===== src/rtl/tcvg_pkg.sv =====
// Shared types, constants and helpers for the torus cell vertex generator.
// No dependencies.
`timescale 1ns / 1ps
`default_nettype none
package tcvg_pkg;

  localparam int MAX_DIVISIONS = 1024;
  localparam int FRACTION_BITS = 8;

  localparam int IDX_W = 10;
  localparam int CNT_W = 11;
  localparam int RAD_W = 16;
  localparam int POS_W = 19;
  localparam int TEX_W = 17;
  localparam int VTX_W = 3;

  // Divider: index << 16 over count, three quotient bits per stage
  localparam int DIV_NUM_W  = CNT_W + 16;
  localparam int DIV_BPS    = 3;
  localparam int DIV_STAGES = DIV_NUM_W / DIV_BPS;

  // Datapath after the divider: four sine stages, five coordinate stages
  localparam int SIN_LAT = 4;
  localparam int TAIL_STAGES = SIN_LAT + 5;

  localparam int XZ_SHIFT = 38 - FRACTION_BITS;
  localparam int Y_SHIFT  = 23 - FRACTION_BITS;

  localparam int SIN_C0 = 41906;
  localparam int SIN_C1 = 4569;
  localparam int SIN_C2 = 102873;

  localparam logic [VTX_W-1:0] VTX_FIRST = 3'd0;
  localparam logic [VTX_W-1:0] VTX_LAST  = 3'd5;

  localparam logic [1:0] REG_TUBE  = 2'd0;
  localparam logic [1:0] REG_RING  = 2'd1;
  localparam logic [1:0] REG_SLICE = 2'd2;
  localparam logic [1:0] REG_STACK = 2'd3;

  typedef struct packed {
    logic [VTX_W-1:0] vtx;
    logic [TEX_W-1:0] tex_u;
    logic [TEX_W-1:0] tex_v;
  } side_t;

  function automatic logic [CNT_W-1:0] eff_count(input logic [CNT_W-1:0] c);
    if (c == '0) return CNT_W'(1);
    if (c > CNT_W'(MAX_DIVISIONS)) return CNT_W'(MAX_DIVISIONS);
    return c;
  endfunction

  // Triangle order: (t,p) (t,p') (t',p) (t,p') (t',p') (t',p)
  function automatic logic next_slice(input logic [VTX_W-1:0] k);
    return (k == 3'd2) || (k == 3'd4) || (k == 3'd5);
  endfunction

  function automatic logic next_stack(input logic [VTX_W-1:0] k);
    return (k == 3'd1) || (k == 3'd3) || (k == 3'd4);
  endfunction

endpackage
`default_nettype wire


===== src/rtl/tcvg_sin.sv =====
// Four-stage sine of a 16-bit turn fraction, Q2.15 result (-32768..32768).
// Quarter-wave integer polynomial; depends on tcvg_pkg.
`timescale 1ns / 1ps
`default_nettype none
module tcvg_sin (
  input  wire logic               clk,
  input  wire logic               en,
  input  wire logic [15:0]        ang_i,
  output logic signed [16:0]      sin_o
);

  logic [14:0] zl, z;
  logic [29:0] zz;
  logic [27:0] p1;
  logic [30:0] p2;
  logic [31:0] p3;

  logic [1:0]  quad1_r, quad2_r, quad3_r;
  logic [14:0] z1_r, z2_r, z3_r;
  logic [14:0] sq1_r, sq2_r;
  logic [15:0] u_r;
  logic [16:0] w_r;
  logic signed [16:0] s_r;

  // mirror odd quadrants
  assign zl = {1'b0, ang_i[13:0]};
  assign z  = ang_i[14] ? 15'(15'd16384 - zl) : zl;
  assign zz = {15'd0, z} * {15'd0, z};
  assign p1 = 28'(tcvg_pkg::SIN_C1) * {13'd0, sq1_r};
  assign p2 = {16'd0, sq2_r} * {15'd0, u_r};
  assign p3 = {17'd0, z3_r} * {15'd0, w_r};

  always_ff @(posedge clk) begin
    if (en) begin
      quad1_r <= ang_i[15:14];
      z1_r    <= z;
      sq1_r   <= zz[28:14];
      quad2_r <= quad1_r;
      z2_r    <= z1_r;
      sq2_r   <= sq1_r;
      u_r     <= 16'(17'(tcvg_pkg::SIN_C0) - {3'd0, p1[27:14]});
      quad3_r <= quad2_r;
      z3_r    <= z2_r;
      w_r     <= 17'(18'(tcvg_pkg::SIN_C2) - {1'b0, p2[30:14]});
      s_r     <= quad3_r[1] ? -$signed(p3[31:15]) : $signed(p3[31:15]);
    end
  end

  assign sin_o = s_r;

endmodule
`default_nettype wire


===== config.mk =====
export PLATFORM = sky130hd
export DESIGN_NAME = tcvg_sin
export DESIGN_NICKNAME = d
export VERILOG_FILES = /design/src/rtl/tcvg_pkg.sv /design/src/rtl/tcvg_sin.sv
export SDC_FILE = /design/constraint.sdc
export NUM_CORES = 2
export LEC_CHECK = 0
export BUFFER_PORTS_ARGS = -buffer_cell sky130_fd_sc_hd__buf_2
export CAP_MARGIN = 40
export CORE_AREA = 2 2 276 278
export CTS_BUF_LIST = sky130_fd_sc_hd__clkbuf_4
export DETAILED_ROUTE_END_ITERATION = 10
export DIE_AREA = 0 0 278 280
export GPL_TIMING_DRIVEN = 0
export SLEW_MARGIN = 25
export SYNTH_ARGS = -nofsm -noshare
export SYNTH_HDL_FRONTEND = slang
export SYNTH_SLANG_ARGS = --single-unit

===== constraint.sdc =====
create_clock -name clk -period 8.6 [get_ports clk]
set_clock_uncertainty 0.05 [all_clocks]
set_input_delay 0.86 -clock clk [delete_from_list [all_inputs] [get_ports clk]]
set_output_delay 0.86 -clock clk [all_outputs]
set_load 0.02 [all_outputs]

Word-level counts from Yosys, hierarchy flattened

Cells that the tools add are included.
Widths: inputs -> output; s select.

Add/sub/neg operators: 4
Multiply operators: 4
Div/mod/pow operators: 0
Magnitude comparators: 0
Equality and inequality tests: 0
Shift operators: 0
Muxes and demuxes: 2
Bitwise gates (word level): 0
Reduce and logical (&&, ||, !) cells: 0

Operator list:

| operator               | count |
|---|---|
| $mul 15x17->32         | 1 |
| $mul 15x16->31         | 1 |
| $mul 15x15->29         | 1 |
| $mul 13x15->28 const A | 1 |
| $mux 17                | 1 |
| $neg 17->17            | 1 |
| $sub 17x17->17 const A | 1 |
| $sub 16x14->16 const A | 1 |
| $mux 15                | 1 |
| $sub 15x14->15 const A | 1 |

Register bits after elaboration: 131
Bits in latches: 0
Bits in writable memories: 0
Bits in read-only memories: 0
Input bits: 18
Output and inout bits: 17
Logic and storage cells: 21
Memories kept: 0

Logic depth before layout (Yosys ltp)

Depth in word-level cells: 3
Mapped depth: 34
Gate-level depth less buffers: 32

Worst setup path before layout

OpenSTA, ideal clock, no wires.

Kind: input to register
From: input ang_i[0]
To: register sq1_r[13], data pin
Library setup time: 266 ps
Data arrival time: 8,153 ps
Data required time: 8,284 ps
Slack: 131 ps
Stages: 31
Path buffers: 1
Cell sequence: clkbuf_1 > inv_1 > ha_1 > nand2_1 > or3_1 > or2_2 > or3_1 > nand2_1 > xor2_2 > nor2_1 > fa_1 > inv_1 > fa_1 > inv_1 > fa_1 > fa_1 > fa_1 > inv_1 > fa_1 > inv_1 > ha_1 > a211oi_1 > nand2_1 > a211oi_1 > o21ai_0 > o211ai_1 > a21boi_0 > o21a_1 > o21ai_0 > a21boi_0 > xor2_1

Word-level cells in the longest chain between the ends: 3

RTL lines:

| element              | RTL line       | text |
|---|---|---|
| from (decl)          | tcvg_sin.sv:8  | `input wire logic [15:0] ang_i,` |
| $sub 15x14->15       | tcvg_sin.sv:27 | `assign z = ang_i[14] ? 15'(15'd16384 - zl) : zl;` |
| $mux 15 (*)          | tcvg_sin.sv:27 |  |
| $mul 15x15->29 (*)   | tcvg_sin.sv:28 | `assign zz = {15'd0, z} * {15'd0, z};` |
| named net zz[27]     | tcvg_sin.sv:13 | `logic [29:0] zz;` |
| to (signal assigned) | tcvg_sin.sv:37 | `sq1_r <= zz[28:14];` |
| to (decl)            | tcvg_sin.sv:20 | `logic [14:0] sq1_r, sq2_r;` |

The timed path passes the listed nets; every way through them passes the cells marked *.
A chain may end at the register's enable or synchronous reset.

Worst setup path in the final report

Same ends and word-level chain as after synthesis.

==> run summary <==
RSZ-0062 raised after global routing = false
Synth warn = 0
Height of the die = 280 um
IO buf count = 34
Hold Fails Final Rpt = 0
Worst reg2reg path endpoint = sin_o[16]
Num rows = 101
Synth unique cells = 98
Reg-to-reg startpoint = z3_r[8]
CP most frequent cell = fa_1
Arr. time, crit path = 8.52 ns
Mean Syn Cell Area = 9.52 um^2
Number of synthesized flops with an enable pin = 128
Num CTS Buffers = 17
Final period util = 94.6%
Share of layout cells above drive strength 1 = 4.13%
Crit end category = flop
Vias per Instance = 4.91
Post-Syn Instances = 3195
CP peak stage delay = 0.52 ns
DP Area = 0.0319 mm^2
Final HPWL DP = 57200 um
Reg-to-reg slack, setup = 0.68 ns
All-Layer GR Usage = 18.0%
DR vias = 20900
Post-route cell area = 0.0322 mm^2
Register Area = 0.00384 mm^2
Final Wtd Congestion = 0.883
Synthesized cell area = 0.0304 mm^2
Starting Density = 40.5%
Boundary pin count = 35
Cells on worst reg2reg path = 23
Fillers = 7369
Drt wl/cell = 15.6 um
Pin count of the biggest net entering global routing = 99
CP max stage cell = fa_1
#FFs+latches synth = 128
CP Buf/Inv Count = 6
Area delta synth->final = 5.99%
Cell family with most CP delay = adder cells
Nets = 4210
Clock transition at path regs = 0.13 ns
H-tree Lvls = 4
Worst Hold Path EP = quad1_r[1]
Bufs on Longest Clock Path = 2
Multi-input logic area = 0.0234 mm^2
Worst EP required = 8.99 ns
Asr flop ratio synth = 0%
CTS tree = done
Die Area = 0.0778 mm^2
Hold Path Origin = ang_i[15]
Most used DFF post-synth = edfxtp_1
Vias in the first global route = 21900
Outcome = finished, final reports clean
DRT Pass-1 Iters = 7
Fin crit period = 8.13 ns
Hold buffers post-CTS = 0
Global-route wire length before repair = 112000 um
Clock latency at the later pin of the worst-skew pair = 0.72 ns
Levels on crit path = 31
Max Freq = 123 MHz
Max-cap violations = 0
Least-Margin Pin Slew = 0.780 ns
Final Slew Violations = 0
Die width = 278 um
Overflow after GRT = 0
Antenna violations before repair = 1
Hold depth = 1
DRT antenna net count = 0
First-iteration detailed-routing DRC count = 900
Worst-path fanout max = 11
Clock sink count = 128
Hold WC Path Type = in -> reg
CP Launch Type = input port
Drc violations = 0
Slew HR = 47.6%
Routed wire length = 66500 um
Setup Crit Path Kind = in -> reg
Seq/Total Area, Yosys = 12.6%
Core ar. = 0.0752 mm^2
Endpoints failing setup = 0
CTS Root Cell = clkbuf_4
-- cell type report --
class | count | area share (%)
multi-input cells | 2212 | 72.6
flip-flops and latches | 128 | 11.9
inverters | 768 | 8.94
well taps | 978 | 3.79
plain buffers | 94 | 1.13
repair buffers | 37 | 0.691
clock inverters | 15 | 0.532
clock buffers | 17 | 0.396
diodes | 4 | 0.0310
-- logic make-up (layout without fill, tap and decap cells) --
group	count (synthesis)	after routing	share of synthesized area, %
adders and majority gates	934	934	52.3
and+or+nand+nor	891	891	14.7
buffers and inverters	863	931	10.7
AOI/OAI and AO/OA	266	266	6.35
DFF	128	128	12.6
xor gates and xnor gates	104	104	3.09
muxes	7	7	0.239
other	2	14	0.0247
-- placed cells by master, fill, tap and decap left out, types with 64 or more instances in the layout --
master,n
nand2_1,378
and2_1,274
nor2_1,81
fa_1,564
ha_1,370
edfxtp_1,128
clkbuf_1,87
a21oi_1,64
xnor2_1,74
inv_1,766
-- stage by stage --
stage | setup TNS, ns | hold WS, ns | util, % | setup WS, ns | cells
floorplan | 0 | 0.350 | - | 0.131 | 3203
global placement | -9.72 | 0.351 | 42.4 | -1.32 | 4215
detailed placement | -9.73 | 0.355 | 42.4 | -1.34 | 4216
CTS | 0 | 0.218 | 42.8 | 0.260 | 4247
global route | 0 | 0.245 | 42.9 | 0.0847 | 4250
finish | 0 | 0.279 | 42.9 | 0.468 | 4253
-- registers in the layout, summed over array words and instances, names as in the netlist, 15 cells and up --
name,count
sin_o,17
z1_r,15
u_r,16
z2_r,15
w_r,17
sq2_r,15
sq1_r,15
z3_r,15
-- Yosys cell counts, types with 4 or more instances --
| cell type | count | share of area [%] |
|---|---|---|
| and2_1 | 274 | 5.6 |
| clkbuf_1 | 90 | 1.1 |
| nand4_1 | 12 | 0.25 |
| o31a_1 | 4 | 0.12 |
| a2111oi_2 | 4 | 0.20 |
| and3_1 | 12 | 0.25 |
| a211o_1 | 4 | 0.12 |
| fa_1 | 564 | 37 |
| nand2b_1 | 18 | 0.37 |
| or3_1 | 15 | 0.31 |
| mux2i_1 | 5 | 0.16 |
| o31ai_1 | 5 | 0.12 |
| a21o_1 | 18 | 0.44 |
| nor3_1 | 18 | 0.30 |
| a31oi_1 | 9 | 0.19 |
| o311ai_1 | 4 | 0.12 |
| a21oi_1 | 64 | 1.1 |
| o21bai_1 | 5 | 0.12 |
| edfxtp_1 | 128 | 13 |
| nor2_1 | 83 | 1.0 |
| a2111oi_0 | 5 | 0.14 |
| nor2b_1 | 11 | 0.23 |
| nor3b_1 | 5 | 0.12 |
| o21ai_1 | 9 | 0.15 |
| nor4_1 | 6 | 0.12 |
| o211ai_1 | 7 | 0.17 |
| nand3b_1 | 4 | 0.099 |
| xnor2_1 | 74 | 2.1 |
| ha_1 | 370 | 15 |
| nand2_1 | 378 | 4.7 |
| or2_2 | 8 | 0.16 |
| o21ai_0 | 42 | 0.69 |
| xor2_1 | 26 | 0.75 |
| a21boi_0 | 4 | 0.099 |
| o21a_1 | 16 | 0.39 |
| a211oi_1 | 12 | 0.30 |
| nand3_1 | 24 | 0.39 |
| inv_1 | 767 | 9.5 |
-- worst reg2reg max path, stage by stage (launching register included) --
cell and delay (ns):
edfxtp_1 0.34, clkbuf_1 0.48, clkbuf_1 0.49, nand2_1 0.16, fa_1 0.54, fa_1 0.52
inv_1 0.05, fa_1 0.48, fa_1 0.52, fa_1 0.56, inv_1 0.06, fa_1 0.53
inv_1 0.04, ha_1 0.39, nand4_1 0.27, a2111oi_2 0.29, nand3_1 0.28, a41oi_2 0.40
and3_2 0.28, o221a_4 0.21, a21oi_2 0.05, or3_4 0.41, o31ai_4 0.23, xnor2_1 0.10
-- how the worst max path moves through the flow --
stage	startpoint	slack [ns]	to
3_3_place_gp	ang_i[0]	-1.32	sq1_r[13]
2_1_floorplan	ang_i[0]	0.13	sq1_r[13]
3_5_place_dp	ang_i[0]	-1.34	sq1_r[13]
5_1_grt	ang_i[0]	0.08	sq1_r[13]
4_1_cts	ang_i[0]	0.26	sq1_r[13]
6_report	ang_i[0]	0.47	sq1_r[13]
-- per-layer routing --
metal | vias to the layer above | share of wire, % | track usage (%)
li1 | 9962 | - | -
met1 | 10400 | 45 | 23.8
met2 | 449 | 48 | 30.6
met3 | 88 | 4.8 | 2.71
met4 | 0 | 2.3 | 5.24
met5 | - | 0 | 0
-- timing repair --
action                                 4_1_cts  5_1_grt
resized for setup                            7        8
setup buffers                                0        2
endpoints found under the hold margin        0        0
setup endpoints to repair                    4        3
pin swaps                                    0        1
cloned                                       0        0
Power is left out: the tool's default activity adds up to more than one toggle a clock period on the data nets, which glitch-free logic cannot reach.
