[src/rtl/tcvg_pkg.sv]
// Shared types, constants and helpers for the torus cell vertex generator.
// No dependencies.
`timescale 1ns / 1ps
`default_nettype none
package tcvg_pkg;

  localparam int MAX_DIVISIONS = 1024;
  localparam int FRACTION_BITS = 8;

  localparam int IDX_W = 10;
  localparam int CNT_W = 11;
  localparam int RAD_W = 16;
  localparam int POS_W = 19;
  localparam int TEX_W = 17;
  localparam int VTX_W = 3;

  // Divider: index << 16 over count, three quotient bits per stage
  localparam int DIV_NUM_W  = CNT_W + 16;
  localparam int DIV_BPS    = 3;
  localparam int DIV_STAGES = DIV_NUM_W / DIV_BPS;

  // Datapath after the divider: four sine stages, five coordinate stages
  localparam int SIN_LAT = 4;
  localparam int TAIL_STAGES = SIN_LAT + 5;

  localparam int XZ_SHIFT = 38 - FRACTION_BITS;
  localparam int Y_SHIFT  = 23 - FRACTION_BITS;

  localparam int SIN_C0 = 41906;
  localparam int SIN_C1 = 4569;
  localparam int SIN_C2 = 102873;

  localparam logic [VTX_W-1:0] VTX_FIRST = 3'd0;
  localparam logic [VTX_W-1:0] VTX_LAST  = 3'd5;

  localparam logic [1:0] REG_TUBE  = 2'd0;
  localparam logic [1:0] REG_RING  = 2'd1;
  localparam logic [1:0] REG_SLICE = 2'd2;
  localparam logic [1:0] REG_STACK = 2'd3;

  typedef struct packed {
    logic [VTX_W-1:0] vtx;
    logic [TEX_W-1:0] tex_u;
    logic [TEX_W-1:0] tex_v;
  } side_t;

  function automatic logic [CNT_W-1:0] eff_count(input logic [CNT_W-1:0] c);
    if (c == '0) return CNT_W'(1);
    if (c > CNT_W'(MAX_DIVISIONS)) return CNT_W'(MAX_DIVISIONS);
    return c;
  endfunction

  // Triangle order: (t,p) (t,p') (t',p) (t,p') (t',p') (t',p)
  function automatic logic next_slice(input logic [VTX_W-1:0] k);
    return (k == 3'd2) || (k == 3'd4) || (k == 3'd5);
  endfunction

  function automatic logic next_stack(input logic [VTX_W-1:0] k);
    return (k == 3'd1) || (k == 3'd3) || (k == 3'd4);
  endfunction

endpackage
`default_nettype wire

[src/rtl/tcvg_div.sv]
// Pipelined restoring divider: (index << 16) / count, three bits per stage.
// Depends on tcvg_pkg.
`timescale 1ns / 1ps
`default_nettype none
module tcvg_div (
  input  wire logic                               clk,
  input  wire logic                               en,
  input  wire logic [tcvg_pkg::CNT_W-1:0]         idx_i,
  input  wire logic [tcvg_pkg::CNT_W-1:0]         cnt_i,
  output logic      [tcvg_pkg::DIV_NUM_W-1:0]     quo_o
);

  localparam int NW = tcvg_pkg::DIV_NUM_W;
  localparam int CW = tcvg_pkg::CNT_W;
  localparam int NS = tcvg_pkg::DIV_STAGES;

  logic [CW-1:0] rem_r [NS];
  logic [NW-1:0] num_r [NS];
  logic [NW-1:0] quo_r [NS];
  logic [CW-1:0] den_r [NS];

  for (genvar g = 0; g < NS; g++) begin : g_stage
    logic [CW-1:0] src_rem, src_den, r;
    logic [NW-1:0] src_num, src_quo, n, q;
    logic [CW:0]   r2;

    if (g == 0) begin : g_head
      assign src_rem = '0;
      assign src_num = {idx_i, 16'd0};
      assign src_quo = '0;
      assign src_den = cnt_i;
    end else begin : g_body
      assign src_rem = rem_r[g-1];
      assign src_num = num_r[g-1];
      assign src_quo = quo_r[g-1];
      assign src_den = den_r[g-1];
    end

    always_comb begin
      r  = src_rem;
      n  = src_num;
      q  = src_quo;
      r2 = '0;
      for (int s = 0; s < tcvg_pkg::DIV_BPS; s++) begin
        r2 = {r, n[NW-1]};
        if (r2 >= {1'b0, src_den}) begin
          r = CW'(r2 - {1'b0, src_den});
          q = {q[NW-2:0], 1'b1};
        end else begin
          r = r2[CW-1:0];
          q = {q[NW-2:0], 1'b0};
        end
        n = {n[NW-2:0], 1'b0};
      end
    end

    always_ff @(posedge clk) begin
      if (en) begin
        rem_r[g] <= r;
        num_r[g] <= n;
        quo_r[g] <= q;
        den_r[g] <= src_den;
      end
    end
  end

  assign quo_o = quo_r[NS-1];

endmodule
`default_nettype wire

[config.mk]
export PLATFORM = sky130hd
export DESIGN_NAME = tcvg_div
export DESIGN_NICKNAME = d
export VERILOG_FILES = /design/src/rtl/tcvg_pkg.sv /design/src/rtl/tcvg_div.sv
export SDC_FILE = /design/constraint.sdc
export NUM_CORES = 1
export LEC_CHECK = 0
export BUFFER_PORTS_ARGS = -buffer_cell sky130_fd_sc_hd__buf_2
export CAP_MARGIN = 20
export CORE_ASPECT_RATIO = 0.6
export CORE_MARGIN = 2
export CORE_UTILIZATION = 40
export CTS_BUF_LIST = sky130_fd_sc_hd__clkbuf_16
export DETAILED_ROUTE_END_ITERATION = 10
export SYNTH_ARGS = -nofsm -noshare
export SYNTH_HDL_FRONTEND = slang
export SYNTH_SLANG_ARGS = --single-unit
[constraint.sdc]
create_clock -name clk -period 11.95 [get_ports clk]
set_input_delay 2.39 -clock clk [delete_from_list [all_inputs] [get_ports clk]]
set_output_delay 2.39 -clock clk [all_outputs]
set_load 0.05 [all_outputs]
# After elaboration in Yosys (flattened, before gate mapping)
# Memory sizes are Yosys's and may differ from the RTL's.
# Cells that the tools add are included.
[classes]
add_sub_neg = 27
n_mul = 0
div = 0
magnitude_cmp = 27
eq_ne = 0
shift = 0
mux = 56
bitwise = 0
n_reduce_logical = 0
[op_table]
columns = ["operator", "n"]
rows = [
  [">= comparator 12 x 11 -> 1 bit", 26],
  ["2-to-1 mux 11 bit", 27],
  ["subtractor 11 bit", 26],
  ["2-to-1 mux 1 bit", 29],
  [">= comparator 1 x 11 -> 1 bit", 1],
  ["subtractor 1 x 11 -> 11 bit", 1],
]
[totals]
register_bits = 0
latchBits = 0
mem_bits_rw = 657
romBits = 0
inputBits = 24
out_inout_bits = 27
elab_cells = 114
memories = 4
[memory_table]
columns = ["name", "words", "word_bits", "rd", "rd_clocked_by_memory_dff", "wr", "line", "source"]
rows = [
  ["quo_r", 9, 27, 9, 0, 9, "tcvg_div.sv:19", "logic [NW-1:0] quo_r [NS];"],
  ["num_r", 9, 24, 8, 0, 9, "tcvg_div.sv:18", "logic [NW-1:0] num_r [NS];"],
  ["den_r", 9, 11, 8, 0, 9, "tcvg_div.sv:20", "logic [CW-1:0] den_r [NS];"],
  ["rem_r", 9, 11, 8, 0, 9, "tcvg_div.sv:17", "logic [CW-1:0] rem_r [NS];"],
]

# Logic depth before layout (Yosys ltp)
# Gate-level depths: netlist of run 1.
# An unclocked memory read counts as a cell.
[logic_depth]
ltp_word = 7
mapped_depth = 31
ltp_nobuf = 29

# Worst setup path after synthesis of run 1
# Ideal clock, no wire load.
[synth_timing]
path_kind = "input -> register"
startpoint = "input idx_i[10] (netlist bit)"
endpoint = "memory rem_r[0][2] (netlist bit), data pin"
setup_ps = 260
t_arrival_ps = 7609
required_ps = 11690
path_slack_ps = 4082
path_stages = 26
n_path_buf = 3
path_cell_list = "inv_1 -> ha_1 -> o2111ai_1 -> or2_2 -> clkbuf_1 -> inv_1 -> and2_1 -> ha_1 -> nor2b_1 -> o21ai_0 -> a21oi_1 -> o211ai_1 -> a21oi_1 -> nor2_1 -> buf_1 -> mux2i_1 -> fa_1 -> a21o_1 -> a21oi_1 -> nor2b_1 -> o21ai_0 -> a211oi_1 -> o21ai_0 -> and2_1 -> clkbuf_1 -> mux2_2"
[synth_rtl]
columns = ["element", "line", "source"]
rows = [
  ["start: declaration", "tcvg_div.sv:8", "input wire logic [tcvg_pkg::CNT_W-1:0] idx_i,"],
  ["end: declaration", "tcvg_div.sv:17", ""],
]

==> reports/qor.yml, run 1 <==
detailed_routing:
  viasPerCell: 5.62
  vias: 19000
  drc: 0
  drt_iter0_markers: 1919
  drtPass1Iterations: 5
  finalWirelength_mm: 65.0
  post_drt_wl_per_cell_um: 19.2
  ant_nets: 0
logic_synthesis:
  syn_area_per_cell_um2: 10.3
  synth_area_leaders: "edfxtp_1, ha_1, mux2_2"
  synth_fp_nets: 2781
  yosysWarnings: 0
  synth_top_area_cell: "edfxtp_1"
  synth_flop_cell: "edfxtp_1"
  yosys.area.top_type_share_pct: 38.7
  netlist_instances: 2464
  async_reset_ff_share_pct: 0
  synth_edf_count: 326
  yosysSeqAreaShare_pct: 38.7
  synth.cell_area_mm2: 0.0253
  netlist-cell-type-count: 86
  ys_ff_latch: 326
clock_network:
  cts_tree: "yes"
  cts.sinks: 326
  clk_latency_ns: 0.58
  cts_buffers: 36
  cts.htree.levels: 2
  post_cts_buffers: 0
  cts-root-buf: "clkbuf_16"
  path_clk_slew_ns: 0.06
  cts_resized: 0
  postCtsHoldBufs: 0
  cts.path.max_buffers: 3
sta:
  rsz0062_at_grt: "false"
  final_hold_viol_count: 0
  fmax_mhz: 116
  finalCritPeriodShare_pct: 72.0
  skew_ns: 0.0333
  setup_viol: 0
  finalSetupTns_ns: 0
  worst_pin_slew_ns: 1.03
  post-route-min-period_ns: 8.60
  relSlewSlack_pct: 31.5
  hold_slack_ns: 0.415
  report.final.slew_viol_count: 0
critical_path:
  reg2reg_from: "den_r[0][0]"
  end_kind: "flip-flop"
  worst-endpoint-required_ns: 12.25
  worstPathArrival_ns: 8.90
  critPathKind: "reg -> reg"
  reg2reg_slack_ns: 3.35
  critPathLaunchType: "flip-flop"
  reg2reg_depth: 26
  crit_path_max_fanout: 13
  reg2reg_to: "rem_r[0][13]"
finish:
  drive_gt1_share_pct: 10.2
  post-route-cell-area_mm2: 0.0277
  nNetsFinal: 2842
  instances_no_fill: 3391
  multi_input_area_mm2: 0.0145
  final_cell_mix: "edfxtp_1, ha_1, inv_1"
  regArea_mm2: 0.00979
  antenna_cells: 0
  final_common_cell: "edfxtp_1"
  fillCellCount: 5862
  area.growth.synth_to_final_pct: 9.72
floorplanning:
  core-area_mm2: 0.0625
  rows: 71
  dieArea_mm2: 0.0653
  die_w_um: 329
  io_pins: 51
  die_h_um: 199
  start_util_pct: 40.4
place:
  routabilityCongestion: 0.916
  dpl_cell_area_mm2: 0.0265
  port_buffers: 50
  placedCellCount: 3325
  hpwl_mm: 50.1
global_routing:
  grt_pass1_vias: 17900
  antenna_found_initial: 0
  grt_pass1_wl_mm: 102
  grt_start_max_net_pins: 188
  overflow: 0
  grtUsageTotal_pct: 19.8
worst_hold_path:
  min_from: "quo_r[0][211]"
  hold_path_end: "quo_r[0][241]"
  min_path_type: "reg -> reg"
  min_path_cells: 0
outcome:
  outcome: "finished, final reports clean"
run:
  cap_violations: 0
## logic make-up after synthesis
group | share of synthesized area (%)
flip-flops | 38.7
XOR/XNOR | 6.10
AND/OR/NAND/NOR | 12.7
adder cells (fa/ha/maj) | 15.0
buffers and inverters | 3.90
multiplexers | 8.09
AO/OA/AOI/OAI | 15.5
## cells in the mapped netlist (23+ instances only)
| cell | number |
|---|---|
| a21o_1 | 62 |
| a21oi_1 | 156 |
| a31oi_1 | 27 |
| clkbuf_1 | 24 |
| edfxtp_1 | 326 |
| ha_1 | 277 |
| inv_1 | 216 |
| mux2_1 | 39 |
| mux2_2 | 100 |
| mux2i_1 | 39 |
| nand2_1 | 139 |
| nand3_1 | 33 |
| nand4_1 | 35 |
| nor2_1 | 184 |
| nor2b_1 | 41 |
| nor3_1 | 61 |
| o211ai_1 | 23 |
| o21a_1 | 31 |
| o21ai_0 | 96 |
| xnor2_1 | 106 |
| xor2_1 | 70 |
## worst max-delay path by stage
stage	cells after the start	to	start	slack [ns]
finish	26	rem_r[0][13]	den_r[0][0]	3.35
global route	26	rem_r[0][13]	den_r[0][0]	2.88
detailed placement	23	rem_r[0][2]	cnt_i[0]	3.12
global placement	24	rem_r[0][1]	idx_i[10]	3.19
floorplan	26	rem_r[0][2]	idx_i[10]	4.08
CTS	25	rem_r[0][21]	den_r[0][0]	3.19
## metal layers
metal  GRT usage (%)  share of wire (%)  up-vias
met5               0                  0        -
met4            4.16                1.6        0
met3            3.55                7.1       69
met2            25.3                 36      571
met1            33.3                 55     9055
li1                -                  -     9350
## registers in the layout (all words and copies together), names as in the netlist
signal	cells
den_r	88
num_r	15
quo_r	135
rem_r	88
## worst max-delay path, cell delays in order, from the launching register on
cell and delay [ns]:
edfxtp_1 0.50, ha_1 0.26, fa_1 0.41, nand2b_1 0.19, a211oi_1 0.44, o221a_2 0.32
o21ai_1 0.14, nand2_1 0.45, mux2i_1 0.25, fa_1 0.51, a211oi_1 0.40, o21ai_1 0.19
a211oi_1 0.38, o21ai_0 0.22, a221oi_4 0.58, inv_4 0.18, o31ai_1 0.35, ha_1 0.36
o21a_1 0.21, o31a_1 0.11, o21ai_0 0.22, a21oi_1 0.19, nor4_1 0.22, nor4b_1 0.13
a2111oi_4 0.54, buf_6 0.24, mux2_1 0.34
## final cells by class
type / count / area share, %
Clock inverter: 28 / 1.05
Sequential cell: 326 / 35.3
Clock buffer: 37 / 3.34
Multi-Input combinational cell: 1881 / 52.3
Tap cell: 839 / 3.79
Inverter: 222 / 3.01
Timing Repair Buffer: 58 / 1.21
## metrics by stage
stage	setup WS (ns)	utilization (%)
floorplan	4.08	-
global placement	3.19	42.4
detailed placement	3.12	42.4
CTS	3.19	44.3
global route	2.88	44.3
finish	3.35	44.3
Power of run 1 is left out: the tool's default activity adds up to more than one toggle a clock period on the data nets, which glitch-free logic cannot reach.
==> run 2: changes to the inputs <==
--- a/config.mk
+++ b/config.mk
@@ -5,6 +5,7 @@
 export SDC_FILE = /design/constraint.sdc
 export NUM_CORES = 1
 export LEC_CHECK = 0
+export ABC_AREA = 1
 export BUFFER_PORTS_ARGS = -buffer_cell sky130_fd_sc_hd__buf_2
 export CAP_MARGIN = 20
 export CORE_ASPECT_RATIO = 0.6
==> constraint.sdc (replaced) <==
create_clock -name clk -period 8.7 [get_ports clk]
set_input_delay 1.74 -clock clk [delete_from_list [all_inputs] [get_ports clk]]
set_output_delay 1.74 -clock clk [all_outputs]
set_load 0.05 [all_outputs]
==> reports/qor.yml, run 2 <==
global_routing:
  antenna_found_initial: 1  # +1
  grt_pass1_vias: 19600  # +9.7%
  overflow: 0  # unchanged
  grtUsageTotal_pct: 20.9  # +1.0 points
  grt_pass1_wl_mm: 114  # +11%
  grt_start_max_net_pins: 167  # -11%
place:
  port_buffers: 50  # unchanged
  routabilityCongestion: 0.958  # +4.5%
  hpwl_mm: 58.2  # +16%
sta:
  worst_pin_slew_ns: 1.03  # +0.00603 ns
  report.final.slew_viol_count: 0  # unchanged
  setup_viol: 0  # unchanged
  rsz0062_at_grt: "false"
  fmax_mhz: 150  # +29%
  skew_ns: 0.0220  # -0.0113 ns
  relSlewSlack_pct: 31.1  # -0.40 points
  finalCritPeriodShare_pct: 76.6  # +4.6 points
  finalSetupTns_ns: 0  # unchanged
  post-route-min-period_ns: 6.67  # -1.94 ns
  final_hold_viol_count: 0  # unchanged
clock_network:
  post_cts_buffers: 0  # unchanged
  clk_latency_ns: 0.56  # -0.02 ns
  postCtsHoldBufs: 0  # unchanged
  cts.sinks: 326  # unchanged
  cts_buffers: 36  # unchanged
  cts.path.max_buffers: 3  # unchanged
  cts_resized: 0  # unchanged
  path_clk_slew_ns: 0.06  # about the same
  cts_tree: "yes"
  cts.htree.levels: 2  # unchanged
  cts-root-buf: "clkbuf_16"
run:
  cap_violations: 0  # unchanged
detailed_routing:
  vias: 22600  # +19%
  finalWirelength_mm: 72.7  # +12%
  ant_nets: 0  # unchanged
  post_drt_wl_per_cell_um: 16.6  # -14%
  viasPerCell: 5.14  # -8.5%
  drt_iter0_markers: 2712  # +41%
  drc: 0  # unchanged
  drtPass1Iterations: 5  # unchanged
logic_synthesis:
  netlist-cell-type-count: 58  # -33%
  muxShareOfSynthArea_pct: 0  # -8.1 points
  synth_compound_area_share_pct: 9.21  # -6.3 points
  netlist_instances: 3416  # +39%
  async_reset_ff_share_pct: 0  # unchanged
  synth_top_area_cell: "edfxtp_1"
  yosysWarnings: 0  # unchanged
  synth-simple-area-share_pct: 26.9  # +14 points
  syn_area_per_cell_um2: 7.89  # -23%
  yosysMostFrequentCell: "nand2_1"
  yosys.area.top_type_share_pct: 36.3  # -2.4 points
  synth.cell_area_mm2: 0.0270  # +6.7%
  synth_top_family_by_area: "simple AND/OR/NAND/NOR gates"
  ys_ff_latch: 326  # unchanged
  yosysSeqAreaShare_pct: 36.3  # -2.4 points
  synth_area_leaders: "edfxtp_1, nand2_1, ha_1"
  synth_flop_cell: "edfxtp_1"
  synth_edf_count: 326  # unchanged
  synthAdderAreaFrac_pct: 14.0  # -0.94 points
  synthTopCellsByCount: "nand2_1, inv_1, edfxtp_1, ha_1, nor2_1"
  synth_xor_area_share_pct: 5.94  # -0.15 points
  synth_fp_nets: 3733  # +34%
floorplanning:
  rows: 73  # +2.8%
  die_h_um: 205  # +3.2%
  dieArea_mm2: 0.0696  # +6.6%
  core-area_mm2: 0.0664  # +6.2%
  io_pins: 51  # unchanged
  die_w_um: 339  # +3.2%
  start_util_pct: 40.6  # +0.19 points
finish:
  antenna_cells: 0  # unchanged
  drive_gt1_share_pct: 6.73  # -3.5 points
  final_cell_mix: "nand2_1, inv_1, edfxtp_1"
  largest_register_ffs: 135  # unchanged
  reg.largest.list: "quo_r (135), den_r (88), rem_r (88)"
  fillCellCount: 6581  # +12%
  largest-register: "quo_r"
  area.growth.synth_to_final_pct: 8.60
  final_common_cell: "nand2_1"
  nNetsFinal: 3783  # +33%
outcome:
  outcome: "finished, final reports clean"
critical_path:
  critPathLaunchType: "flip-flop"
  reg2reg_from: "den_r[0][22]"
  critPathKind: "reg -> reg"
  reg2reg_depth: 27  # +3.8%
  max_stage_delay_ns: 0.60  # +0.02 ns
  cp-endpoint: "rem_r[0][33]"
  crit_buf_inv: 1  # -1
  worst-endpoint-required_ns: 8.98  # -3.27 ns
  reg2reg_slack_ns: 2.03  # -1.31 ns
  crit_slowest_cell: "nor2_1"
  crit_path_max_fanout: 14  # +1
  cpLargestDelayFamily: "simple AND/OR/NAND/NOR gates"
  path_common_cell: "nand2_1"
  crit_cells: 27  # +3.8%
  worstPathArrival_ns: 6.95  # -1.95 ns
  end_kind: "flip-flop"
  reg2reg_to: "rem_r[0][33]"
  crit_path_start: "den_r[0][22]"
worst_hold_path:
  min_path_cells: 0  # unchanged
  min_path_type: "reg -> reg"
-- run 2: changes by cell type after synthesis, sizes merged, moves of 41 or more --
| cell | previous run | this run |
|---|---|---|
| mux2 | 145 | 0 |
| nor2 | 184 | 266 |
| nand3 | 34 | 221 |
| inv | 221 | 457 |
| o21ai | 108 | 160 |
| a21o | 62 | 17 |
| a21oi | 156 | 197 |
| nand2 | 139 | 1055 |
-- run 2: final cells by class --
cell class,count,area (um^2),area share [%]
tap,900,1130,3.85
multi-input combinational,2590,15100,51.6
clock buffer,37,926,3.16
timing repair buffer,53,295,1.01
inverter,459,1730,5.92
sequential,326,9790,33.4
clock inverter,26,293,1.00
-- run 2: cells by family after synthesis --
group	count (synthesis)
AO/OA/AOI/OAI	441
XOR/XNOR	183
adder cells (fa/ha/maj)	293
buffers and inverters	500
flip-flops	326
AND/OR/NAND/NOR	1673
-- run 2: worst min-delay path by stage --
stage / from / end / slack (ns)
after global placement: quo_r[0][204] / quo_r[0][234] / 0.40
after detailed placement: quo_r[0][92] / quo_r[0][122] / 0.40
final: quo_r[0][202] / quo_r[0][232] / 0.41
after floorplan: num_r[0][16] / num_r[0][43] / 0.40
after global routing: quo_r[0][152] / quo_r[0][182] / 0.42
after CTS: quo_r[0][141] / quo_r[0][171] / 0.42
-- run 2: metrics by stage --
stage	cell area (um^2)	hold slack, ns	util, %	setup slack [ns]	instances
floorplan	27000	0.400	-	3.13	3416
global placement	28100	0.401	42.3	2.22	4328
detailed placement	28100	0.405	42.3	2.24	4328
CTS	29300	0.418	44.1	2.20	4391
global route	29300	0.417	44.1	1.43	4391
finish	29300	0.407	44.1	2.03	4391
-- run 2: per-layer routing --
metal	vias to the layer above	track usage, %	wire, um
met5	-	0	0
met4	0	3.30	791
met3	52	5.38	7970
met2	845	23.0	23000
met1	10200	37.2	41000
li1	11500	-	-
Power of run 2 is left out for the same reason.
==> run 3: changes to the inputs <==
==> constraint.sdc (replaced) <==
create_clock -name clk -period 5.6 [get_ports clk]
set_input_delay 1.12 -clock clk [delete_from_list [all_inputs] [get_ports clk]]
set_output_delay 1.12 -clock clk [all_outputs]
set_load 0.05 [all_outputs]
==> reports/qor.yml, run 3 (same netlist as run 2, synthesis figures left out) <==
outcome:
  outcome: "finished, final reports clean"
worst_hold_path:
  min_path_type: "reg -> reg"
  min_from: "quo_r[0][119]"
detailed_routing:
  drtPass1Iterations: 6  # +1
  viasPerCell: 5.10  # -0.72%
  vias: 24500  # +8.6%
  drc: 0  # unchanged
  finalWirelength_mm: 78.0  # +7.3%
  drt_iter0_markers: 2684  # -1.0%
  post_drt_wl_per_cell_um: 16.3  # -1.8%
  ant_nets: 0  # unchanged
floorplanning:
  die_h_um: 205  # unchanged
  io_pins: 51  # unchanged
  rows: 73  # unchanged
  dieArea_mm2: 0.0696  # unchanged
  core-area_mm2: 0.0664  # unchanged
  start_util_pct: 40.6  # unchanged
  die_w_um: 339  # unchanged
sta:
  fmax_mhz: 186  # +24%
  final_hold_viol_count: 0  # unchanged
  relSlewSlack_pct: 50.7  # +20 points
  finalCritPeriodShare_pct: 96.2  # +20 points
  skew_ns: 0.0307  # +0.00876 ns
  hold_slack_ns: 0.416  # +0.00928 ns
  setup_viol: 0  # unchanged
  post-route-min-period_ns: 5.39  # -1.28 ns
  worst_pin_slew_ns: 0.739  # -0.295 ns
  report.final.slew_viol_count: 0  # unchanged
  setup_slack_ns: 0.211  # -1.82 ns
finish:
  final_cell_mix: "nand2_1, inv_1, buf_4"
  fin_util_pct: 49.3  # +5.2 points
  reg.largest.list: "quo_r (135), den_r (88), rem_r (88)"
  regArea_mm2: 0.00979  # unchanged
  area.growth.synth_to_final_pct: 21.4
  nNetsFinal: 4190  # +11%
  drive_gt1_share_pct: 18.7  # +12 points
  largest_register_ffs: 135  # unchanged
  multi_input_area_mm2: 0.0155  # +2.7%
  fillCellCount: 6389  # -2.9%
  largest-register: "quo_r"
  final_common_cell: "nand2_1"
critical_path:
  cpLargestDelayFamily: "simple AND/OR/NAND/NOR gates"
  worstPathArrival_ns: 5.68  # -1.27 ns
  crit_path_max_fanout: 12  # -2
  path_common_cell: "nand2_1"
  crit_buf_inv: 6  # +5
  crit_path_start: "den_r[0][47]"
  crit_slowest_cell: "edfxtp_1"
  worst-endpoint-required_ns: 5.89  # -3.09 ns
  end_kind: "flip-flop"
  reg2reg_from: "den_r[0][47]"
  max_stage_delay_ns: 0.38  # -0.22 ns
  critPathLaunchType: "flip-flop"
  critPathKind: "reg -> reg"
clock_network:
  cts-root-buf: "clkbuf_16"
  cts_tree: "yes"
  postCtsHoldBufs: 0  # unchanged
  cts.sinks: 326  # unchanged
  cts.htree.levels: 2  # unchanged
  cts.path.max_buffers: 3  # unchanged
  clk_latency_ns: 0.57  # about the same
  path_clk_slew_ns: 0.06  # about the same
  cts_buffers: 36  # unchanged
global_routing:
  grt_start_max_net_pins: 98  # -41%
  grt_pass1_wl_mm: 121  # +6.6%
  grtUsageTotal_pct: 22.1  # +1.2 points
  overflow: 0  # unchanged
  antenna_found_initial: 0  # -1
  grt_pass1_vias: 21600  # +9.8%
place:
  routabilityCongestion: 0.960  # +0.22%
  hpwl_mm: 62.5  # +7.4%
  dp_slack_ns: -0.0143  # -2.25 ns
  port_buffers: 50  # unchanged
run:
  cap_violations: 0  # unchanged
==> run 3: final timing paths <==
| path | slack [ns] | end | depth (start not counted) |
|---|---|---|---|
| hold / removal | 0.42 | quo_r[0][149] | 0 |
| setup / recovery | 0.21 | rem_r[0][58] | 33 |
| hold reg to reg | 0.42 | quo_r[0][149] | 0 |
| setup reg to reg | 0.21 | rem_r[0][58] | 33 |
==> run 3: timing repair <==
item / CTS / global route
setup endpoints to repair: 2 / 85
gates cloned: 0 / 5
buffers inserted: 0 / 30
pin swaps: 0 / 22
endpoints found under the hold margin: 0 / 0
resized for setup: 2 / 141
==> run 3: through the flow <==
step	std cells	TNS (ns)	instance area [um^2]
after global routing	4800	-0.0369	32700
final	4801	0	32700
after detailed placement	4700	-0.0143	30900
after floorplan	3416	0	27000
after global placement	4700	-0.0197	30900
after CTS	4765	0	32000
==> run 3: layout make-up <==
cell class                 count  share of cell area [%]
inverter                     459                    5.33
timing repair inverter         1                  0.0229
clock buffer                  37                    2.83
multi-input combinational   2594                    47.5
timing repair buffer         455                    10.3
tap                          900                    3.44
sequential                   326                    29.9
clock inverter                28                   0.658
antenna                        1                 0.00765
==> run 3: per-layer routing <==
metal | vias to the layer above | routed length [um] | track usage [%]
met4 | 0 | 873 | 3.48
met1 | 11200 | 44300 | 39.3
met2 | 955 | 24400 | 24.4
met5 | - | 0 | 0
li1 | 12300 | - | -
met3 | 58 | 8530 | 5.54
Power of run 3 is left out for the same reason.
